$ cat src/sv/lphm_ram.sv
// generic single write, single read ram with registered read data
// no dependencies
`default_nettype none

module lphm_ram #(
    parameter int WIDTH = 8,
    parameter int DEPTH = 16
) (
    input  wire logic                     clk,
    input  wire logic                     we,
    input  wire logic [$clog2(DEPTH)-1:0] waddr,
    input  wire logic [WIDTH-1:0]         wdata,
    input  wire logic                     re,
    input  wire logic [$clog2(DEPTH)-1:0] raddr,
    output      logic [WIDTH-1:0]         rdata
);

    logic [WIDTH-1:0] mem [DEPTH];

    always_ff @(posedge clk)
    begin
        if (we)
        begin
            mem[waddr] <= wdata;
        end
        if (re)
        begin
            rdata <= mem[raddr];
        end
    end

endmodule

`default_nettype wire

$ cat config.mk
export PLATFORM = sky130hd
export DESIGN_NAME = lphm_ram
export DESIGN_NICKNAME = d
export VERILOG_FILES = /design/src/sv/lphm_ram.sv
export SDC_FILE = /design/constraint.sdc
export NUM_CORES = 1
export LEC_CHECK = 0
export BUFFER_PORTS_ARGS = -buffer_cell sky130_fd_sc_hd__buf_2
export CELL_PAD_IN_SITES_DETAIL_PLACEMENT = 1
export CELL_PAD_IN_SITES_GLOBAL_PLACEMENT = 1
export CORE_ASPECT_RATIO = 0.8
export CORE_MARGIN = 1
export CORE_UTILIZATION = 29
export DETAILED_ROUTE_END_ITERATION = 16
export PLACE_DENSITY_LB_ADDON = 0.1
export SYNTH_ARGS = -nofsm -noshare
export SYNTH_HDL_FRONTEND = slang
export SYNTH_SLANG_ARGS = --single-unit
$ cat constraint.sdc
create_clock -name clk -period 1.8 [get_ports clk]
set_input_delay 0.09 -clock clk [delete_from_list [all_inputs] [get_ports clk]]
set_output_delay 0.09 -clock clk [all_outputs]
set_load 0.02 [all_outputs]
==> impl_metrics.yaml <==
outcome:
  status: "complete, but fails checks"
  failed_checks: "design-rule violations"
synth:
  synthTopCellsByArea: "edfxtp_1 (78%), mux4_2 (7.8%), mux4_1 (7.0%)"
  syn_inst: 229
  avgSynthCellArea_sq_um: 22.8
  synth_seq_cells: 136
  yosysSeqAreaShare: 0.781
  synth_top_area_cell: "edfxtp_1"
  synth.distinct_cells: 18
  yosysTopAreaCellShare: 0.781
  syn_area_sq_um: 5230
  syn_nets: 248
  yosys_warnings: 0
sta:
  rsz0062_at_grt: "no"
  period_share: 0.841
  period_minus_slack_ps: 1510
  finalHoldViolCount: 0
  clock_skew_ps: 6.14
  max_freq_mhz: 661
  whs_ps: 53.4
  finalSetupTns_ps: 0
  slew_headroom: 0.423
  worstMarginPinSlew_ps: 864
  setup_violations: 0
  slew_viol_final: 0
floorplan:
  start_util: 0.299
  io_pins: 27
  fp.dieW_microns: 152
  rows: 43
  die_area_sq_um: 18600
  fp.coreArea_sq_um: 17500
  die_h_microns: 122
clock_network:
  clockRootBuffer: "clkbuf_16"
  post_cts_buffers: 0
  clock_path_buffers: 2
  ctsHoldBuffers: 0
  cts_buffers: 17
  clk_latency_ps: 420
  cts_resized: 0
  cts_tree: "built"
  clk_pin_slew_ps: 60
  h-tree-depth: 4
  cts.sinks: 136
detailed_routing:
  wl_per_cell_microns: 22.4
  wirelength_mm: 11.8
  viasPerCell: 4.70
  dr_total_vias: 2468
  drt_first_pass_iters: 11
  ant_nets: 0
  drtIter0Drc: 174
  route.detailed.drc: 6
placement:
  dpl.hpwl_mm: 7.76
  place_congestion: 0.648
  numPortBuffers: 26
critical_path:
  cp-start-kind: "flop"
  crit_type: "flop to flop"
  crit_slowest_cell: "mux4_2"
  path_cells: "mux4_2, a22oi_1, nand2_1"
  cp.buffers_inverters: 0
  crit_path_end_kind: "flop"
  r2r-start: "mem[11][0]"
  crit_start: "mem[11][0]"
  cp_top_family: "multiplexers"
  critPathMaxFanout: 1
  required_ps: 1950
  cpPeakStageDelay_ps: 470
  worstPathArrival_ps: 1670
global_routing:
  grt_usage: 0.141
  grt_pass1_wl_mm: 17.8
  antenna_found_initial: 0
  grt_pass1_vias: 2634
  grt_max_degree: 18
  overflow: 0
pwr:
  powerDensity_nw_per_um2: 1190
  p_total_mw: 7.55
  leakagePower_nw: 2.13
  vdd_drop_max_uv: 460
final_layout:
  drive_gt1_frac: 0.333
  fillers: 1690
  insertedDiodeCount: 0
  nNetsFinal: 306
  syn2layout_area_growth_pct: 21.8
min_path:
  min_path_type: "input port to flop"
  hp-start: "re"
job:
  maxCapViolations: 0
-- layer usage --
| layer | vias up | part of all wire | GRT usage |
|---|---|---|---|
| li1 | 1100 | - | - |
| met1 | 1305 | 0.51 | 0.201 |
| met2 | 45 | 0.43 | 0.200 |
| met3 | 18 | 0.037 | 0.0416 |
| met4 | 0 | 0.017 | 0.0574 |
| met5 | - | 0 | 0 |
-- cell families (layout without fill, tap and decap cells) --
group / count (synthesis) / after routing / synth area share
compound gates: 16 / 16 / 0.0230
flops: 136 / 136 / 0.781
mux: 32 / 32 / 0.148
buf+inv: 10 / 81 / 0.0165
simple gates: 35 / 35 / 0.0314
-- registers in the layout, summed over array words and instances (netlist names) --
signal and cells:
mem 128, rdata 8
-- per-stage QoR --
step	util	setup WS, ps	cells	instance area (sq um)
after floorplan	-	217	229	5230
after global placement	0.329	111	493	5750
after detailed placement	0.329	90.1	493	5750
after CTS	0.364	262	525	6370
after global routing	0.364	213	525	6370
final	0.364	287	525	6370
-- synth_stat cells --
master	count
and2_1	1
nand2b_1	2
or3b_2	1
nor2_1	13
mux4_1	14
edfxtp_1	136
buf_4	1
nor3_1	4
nand3_1	1
a22oi_1	16
buf_2	3
mux4_2	18
buf_6	3
nand2_1	9
clkdlybuf4s25_2	3
and2b_1	1
nand3b_1	2
nor2b_1	1
-- cell type report --
type                            instances  area, sq um  share of cell area
Clock buffer                           17          425              0.0668
Sequential cell                       136         4080               0.642
Clock inverter                         15          190              0.0299
Tap cell                              225          282              0.0442
Multi-Input combinational cell         83         1060               0.166
Timing Repair Buffer                   49          328              0.0515
-- final timing paths --
path | cells past startpoint | endpoint | slack (ps)
setup reg to reg | 3 | rdata[0] | 290
hold reg to reg | 3 | rdata[2] | 760
setup / recovery | 3 | rdata[0] | 290
hold / removal | 1 | rdata[1] | 50
-- cells in the final DEF, fill, tap and decap left out, drive strengths merged, types with 2 or more instances in the layout --
cell type / Yosys / final
clkinvlp: 0 / 4
a22oi: 16 / 16
mux4: 32 / 32
clkinv: 0 / 2
clkbuf: 0 / 17
nand2: 9 / 9
nand3b: 2 / 2
inv: 0 / 6
buf: 7 / 49
edfxtp: 136 / 136
bufinv: 0 / 3
nor2: 13 / 13
nand2b: 2 / 2
nor3: 4 / 4
-- report_power, final --
part	internal, mW	switching [mW]
combinational	0.145	0.214
clock	2.21	1.40
sequential	3.57	0.0212
Note: power is estimated with default switching activity, not from simulation.
