## src/sv/lphm_pkg.sv

```systemverilog
// shared types and constants of the linear probe hash map core
// no dependencies
`default_nettype none

package lphm_pkg;

    localparam int REQ_W  = 2;
    localparam int KEY_W  = 64;
    localparam int DATA_W = 32;
    localparam int STAT_W = 2;
    localparam int CNT_W  = 9;
    localparam int SLOT_W = 2;

    // request codes
    localparam logic [REQ_W-1:0] REQ_SET    = 2'd0;
    localparam logic [REQ_W-1:0] REQ_GET    = 2'd1;
    localparam logic [REQ_W-1:0] REQ_REMOVE = 2'd2;

    // response status codes
    localparam logic [STAT_W-1:0] STAT_OK   = 2'd0;
    localparam logic [STAT_W-1:0] STAT_MISS = 2'd1;
    localparam logic [STAT_W-1:0] STAT_FULL = 2'd2;

    // slot state codes
    localparam logic [SLOT_W-1:0] SLOT_EMPTY = 2'd0;
    localparam logic [SLOT_W-1:0] SLOT_USED  = 2'd1;
    localparam logic [SLOT_W-1:0] SLOT_TOMB  = 2'd2;

    localparam logic [CNT_W-1:0] LOAD_LIMIT_RST = 9'd192;

    // splitmix64 finalizer
    localparam logic [KEY_W-1:0] MIX_C1 = 64'hbf58476d1ce4e5b9;
    localparam logic [KEY_W-1:0] MIX_C2 = 64'h94d049bb133111eb;
    localparam int MIX_SH0 = 30;
    localparam int MIX_SH1 = 27;
    localparam int MIX_SH2 = 31;

    typedef enum logic [2:0] {
        MIX_P0_LL,
        MIX_P0_LH,
        MIX_P0_HL,
        MIX_FOLD,
        MIX_P1_LL,
        MIX_P1_LH,
        MIX_P1_HL,
        MIX_DONE
    } lphm_mix_step_t;

    typedef enum logic [2:0] {
        ST_CLEAR,
        ST_IDLE,
        ST_HASH,
        ST_PROBE,
        ST_APPLY
    } lphm_state_t;

endpackage

`default_nettype wire

```

## src/sv/lphm_mix.sv

```systemverilog
// splitmix64 finalizer on one shared 32x32 multiplier
// depends on lphm_pkg
`default_nettype none

module lphm_mix (
    input  wire logic                       clk,
    input  wire logic                       rst_n,
    input  wire logic                       start,
    input  wire logic [lphm_pkg::KEY_W-1:0] x,
    output      logic                       done,
    output      logic [lphm_pkg::KEY_W-1:0] hash
);
    import lphm_pkg::*;

    lphm_mix_step_t     step_reg, step_next;
    logic               busy_reg, busy_next;
    logic [KEY_W-1:0]   z_reg, z_next;
    logic [KEY_W-1:0]   acc_reg, acc_next;
    logic [31:0]        mul_a, mul_b;
    logic [KEY_W-1:0]   prod;

    assign prod = KEY_W'(mul_a) * KEY_W'(mul_b);
    assign hash = acc_reg ^ (acc_reg >> MIX_SH2);
    assign done = busy_reg && (step_reg == MIX_DONE);

    always_comb
    begin
        step_next = step_reg;
        busy_next = busy_reg;
        z_next    = z_reg;
        acc_next  = acc_reg;
        mul_a     = z_reg[31:0];
        mul_b     = MIX_C1[31:0];
        case (step_reg)
            MIX_P0_LL:
            begin
                acc_next = prod;
            end
            MIX_P0_LH:
            begin
                mul_b    = MIX_C1[63:32];
                acc_next = acc_reg + {prod[31:0], 32'b0};
            end
            MIX_P0_HL:
            begin
                mul_a    = z_reg[63:32];
                acc_next = acc_reg + {prod[31:0], 32'b0};
            end
            MIX_FOLD:
            begin
                z_next = acc_reg ^ (acc_reg >> MIX_SH1);
            end
            MIX_P1_LL:
            begin
                mul_b    = MIX_C2[31:0];
                acc_next = prod;
            end
            MIX_P1_LH:
            begin
                mul_b    = MIX_C2[63:32];
                acc_next = acc_reg + {prod[31:0], 32'b0};
            end
            MIX_P1_HL:
            begin
                mul_a    = z_reg[63:32];
                mul_b    = MIX_C2[31:0];
                acc_next = acc_reg + {prod[31:0], 32'b0};
            end
            default:
            begin
                busy_next = 1'b0;
            end
        endcase
        if (step_reg != MIX_DONE)
        begin
            step_next = lphm_mix_step_t'(3'(step_reg + 3'd1));
        end
        if (!busy_reg)
        begin
            z_next    = z_reg;
            acc_next  = acc_reg;
            step_next = step_reg;
            busy_next = 1'b0;
        end
        if (start)
        begin
            z_next    = x ^ (x >> MIX_SH0);
            step_next = MIX_P0_LL;
            busy_next = 1'b1;
        end
    end

    always_ff @(posedge clk or negedge rst_n)
    begin
        if (!rst_n)
        begin
            step_reg <= MIX_P0_LL;
            busy_reg <= 1'b0;
        end
        else
        begin
            step_reg <= step_next;
            busy_reg <= busy_next;
        end
    end

    always_ff @(posedge clk)
    begin
        z_reg   <= z_next;
        acc_reg <= acc_next;
    end

endmodule

`default_nettype wire

```

## config.mk

```make
export PLATFORM = sky130hd
export DESIGN_NAME = lphm_mix
export DESIGN_NICKNAME = d
export VERILOG_FILES = /design/src/sv/lphm_pkg.sv /design/src/sv/lphm_mix.sv
export SDC_FILE = /design/constraint.sdc
export NUM_CORES = 2
export LEC_CHECK = 0
export BUFFER_PORTS_ARGS = -buffer_cell sky130_fd_sc_hd__buf_2
export CAP_MARGIN = 20
export CORE_MARGIN = 2
export CORE_UTILIZATION = 55
export CTS_BUF_LIST = sky130_fd_sc_hd__clkbuf_2
export DETAILED_ROUTE_END_ITERATION = 10
export MAX_ROUTING_LAYER = met4
export PLACE_DENSITY = 0.75
export SLEW_MARGIN = 40
export SYNTH_ARGS = -nofsm -noshare
export SYNTH_HDL_FRONTEND = slang
export SYNTH_SLANG_ARGS = --single-unit
export TNS_END_PERCENT = 10
```

## constraint.sdc

```tcl
create_clock -name clk -period 25 [get_ports clk]
set_input_delay 2.5 -clock clk [delete_from_list [all_inputs] [get_ports clk]]
set_output_delay 2.5 -clock clk [all_outputs]
set_load 0.01 [all_outputs]
```

==> summary.md <==
| Metric | Value |
|---|---|
| Status | `completed` |
| Largest net degree at the start of global routing | `83` |
| CP max-delay cell | `buf_4` |
| Remaining Overflow, GRT | `0` |
| First-pass GRT wire length | `roughly 180,000 µm` |
| Worst Path Class, Setup | `reg -> reg` |
| Routed Antenna Nets | `0` |
| Reg2reg setup slack | `about 14 ns` |
| Maximum clock frequency | `0.0903 GHz` |
| Tcrit/Tclk final | `44.3%` |
| Initial Util | `55.5%` |
| # nets final | `5,074` |
| Critical Path Source | `step_reg[2]` |
| Synth top area share | `about 45%` |
| Layout Skew | `0.0441 ns` |
| Drt initial violations | `3,100` |
| Final WL | `119,000 µm` |
| Synth-to-Final Area Change | `4.45%` |
| # hold bufs at CTS | `0` |
| Synth cell types | `67` |
| GPL Wtd Cong | `between 1 and 1.5` |
| Tmin final | `11.08 ns` |
| Mapped cell area | `0.0372 mm²` |
| Clock tree sinks | `~130` |
| Core footprint | `between 0.06 and 0.07 mm²` |
| Detailed Place HPWL | `105,000 µm` |
| Drt first pass iters | `8` |
| Post-cts resize count | `0` |
| Vias per cell | `5.84` |
| Finished Layout Cells | `~4,700` |
| Max incr delay on CP | `0.75 ns` |
| Max Transition Viols Final | `0` |
| Mapped Avg Cell Area | `9.87 µm²` |
| Post-DR wirelength/cell | `25.3 µm` |
| Most used cell, CP | `fa_1` |
| Dpl cells | `4,666` |
| CP Capture Type | `register` |
| Number of global-route vias before repair | `between 20,000 and 30,000` |
| Fin. Hold Viols | `0` |
| Worst hold path class | `reg -> reg` |
| Total GRT Usage | `a little over a third` |
| Clock slew at reported path FFs | `roughly 0.24 ns` |
| Setup violators final | `0` |
| #FFs+latches synth | `132` |
| Cell Rows | `95` |
| Tightest Pin Transition | `0.879 ns` |
| Sequential fraction of the synthesis area | `between 10% and 20%` |
| CTS buffer count | `17` |
| PortBufs | `~130` |
| Setup tns final | `0 ns` |
| Unrepaired setup endpoints after global routing | `no` |
| Startpoint Class | `register` |
| Layout cells sized above 1 | `7.19%` |
| Worst-Skew Late Latency | `~0.8 ns` |
| Asr flop ratio synth | `3.03%` |
| Vias | `about 27,000` |
| Max Root-Sink Buffers | `2` |
| Ranking of synthesized cells by area | `fa_1 (45%), ha_1 (12%), edfxtp_1 (10%), inv_1 (9.4%), nor2_1 (3.2%)` |
| Die X | `roughly 260 µm` |
| Worst r2r src | `step_reg[2]` |
| Area of the die | `0.0697 mm²` |
| CTS tree | `done` |
| Number of max-cap violations | `0` |
| Worst EP required | `around 26 ns` |
| CP Max Fanout | `71` |
| Dominant cell type by area after synthesis | `fa_1` |
| Post CTS Setup Buffer Count | `0` |
| Clk root buf | `clkbuf_2` |
| Most used flip-flop cell after synthesis | `edfxtp_1` |
| Remaining DRCs | `0` |
| Critical path arrival | `11.71 ns` |
| Chip height | `~260 µm` |
| Post-synth EDFFs | `128` |
| Hold path startpoint | `busy_reg` |
| Max-slew headroom | `~41%` |
| WHS | `0.674 ns` |
| Finished Cell Area | `0.0388 mm²` |
| Syn Nets | `approximately 5,000` |
| Initial antenna violation count | `1` |
| Number of synthesis warnings | `0` |
| IO Count | `132` |
| Post-Synthesis Cells | `3,768` |
| Placed inst area | `between 0.03 and 0.04 mm²` |
| H-Tree Depth | `4` |
[worst paths after layout]
path / end / depth (start not counted)
worst max register to register: acc_reg[63] / 33
max in group asynchronous: step_reg[1] / 1
worst max-delay path: acc_reg[63] / 33
worst min-delay path: busy_reg / 2
worst min register to register: busy_reg / 2
min in group asynchronous: busy_reg / 1
[cells in the final DEF, fill, tap and decap left out, types with 5 or more instances in the layout]
| cell type | synthesis | layout |
|---|---|---|
| inv_1 | 935 | 935 |
| fa_1 | 828 | 828 |
| ha_1 | 367 | 365 |
| nor2_1 | 319 | 316 |
| nand2_1 | 241 | 239 |
| a21oi_1 | 137 | 136 |
| buf_2 | 4 | 130 |
| edfxtp_1 | 128 | 128 |
| o21ai_0 | 98 | 98 |
| xor2_1 | 97 | 97 |
| xnor2_1 | 95 | 95 |
| a21o_1 | 67 | 65 |
| mux2_2 | 52 | 52 |
| nor2b_1 | 36 | 35 |
| buf_4 | 31 | 27 |
| nand4_1 | 24 | 24 |
| o21bai_1 | 17 | 17 |
| clkbuf_2 | 0 | 17 |
| nor3_1 | 14 | 14 |
| nand3_1 | 14 | 14 |
| and3_1 | 13 | 13 |
| a211oi_1 | 12 | 12 |
| o21ai_1 | 12 | 11 |
| a31oi_1 | 11 | 11 |
| nand2b_1 | 10 | 10 |
| mux2i_1 | 12 | 8 |
| o21a_1 | 8 | 8 |
| and2_1 | 8 | 8 |
| o22ai_1 | 7 | 7 |
| a221oi_1 | 7 | 7 |
| o31ai_1 | 7 | 7 |
| inv_6 | 0 | 7 |
| clkinv_1 | 5 | 5 |
| o211ai_1 | 5 | 5 |
[critical path: cells and delay by family, from the launching register on]
family,cells,cell delay (ns)
buffers and inverters,6,1.49
adders and majority gates,10,4.45
and+or+nand+nor,4,1.04
AOI/OAI and AO/OA,11,2.75
xor gates and xnor gates,2,0.47
DFF,1,0.63
[routing by layer]
| layer | global-route usage [%] | up-vias | share of wire (%) |
|---|---|---|---|
| met1 | 48.6 | 13700 | 38 |
| met4 | 17.8 | 0 | 6.4 |
| met3 | 7.07 | 397 | 11 |
| met5 | - | - | 0 |
| li1 | - | 11600 | - |
| met2 | 53.7 | 1729 | 45 |
[Yosys cell counts (all sizes together), types with 12 or more instances]
library cell and n:
a211oi 14, a21o 67, a21oi 139, a31oi 12
and3 13, buf 48, clkbuf 84, edfxtp 128
fa 828, ha 367, inv 935, mux2 52
mux2i 12, nand2 241, nand3 14, nand4 24
nor2 319, nor2b 36, nor3 14, o21ai 112
o21bai 17, xnor2 95, xor2 97
[cell type report]
| class | count | area (µm²) |
|---|---|---|
| Fill cell | 5931 | 28200 |
| Inverter | 940 | 3530 |
| Timing Repair Buffer | 157 | 853 |
| Sequential cell | 132 | 3940 |
| Multi-Input combinational cell | 2564 | 29200 |
| Clock inverter | 15 | 155 |
| Clock buffer | 17 | 85.1 |
| Tap cell | 873 | 1090 |
| Antenna cell | 3 | 7.51 |
[stage by stage]
stage / util, % / setup slack (ns)
floorplan: - / 15.22
global placement: 57.5 / 13.54
detailed placement: 57.6 / 14.17
CTS: 57.9 / 14.15
global route: 57.9 / 13.40
finish: 57.9 / 13.92
[cell families (layout without fill, tap and decap cells)]
family,Yosys count,after routing,share of synthesized area (%)
AO/OA/AOI/OAI,417,417,6.97
adder cells (fa/ha/maj),1195,1195,56.9
multiplexers,64,64,1.90
XOR/XNOR,193,193,4.59
buffers and inverters,1072,1129,11.1
AND/OR/NAND/NOR,695,695,7.89
other,0,3,0
flip-flops,132,132,10.6
Power is not shown: default switching activity piles up to over one toggle a cycle in this logic, so the estimate is an artifact.
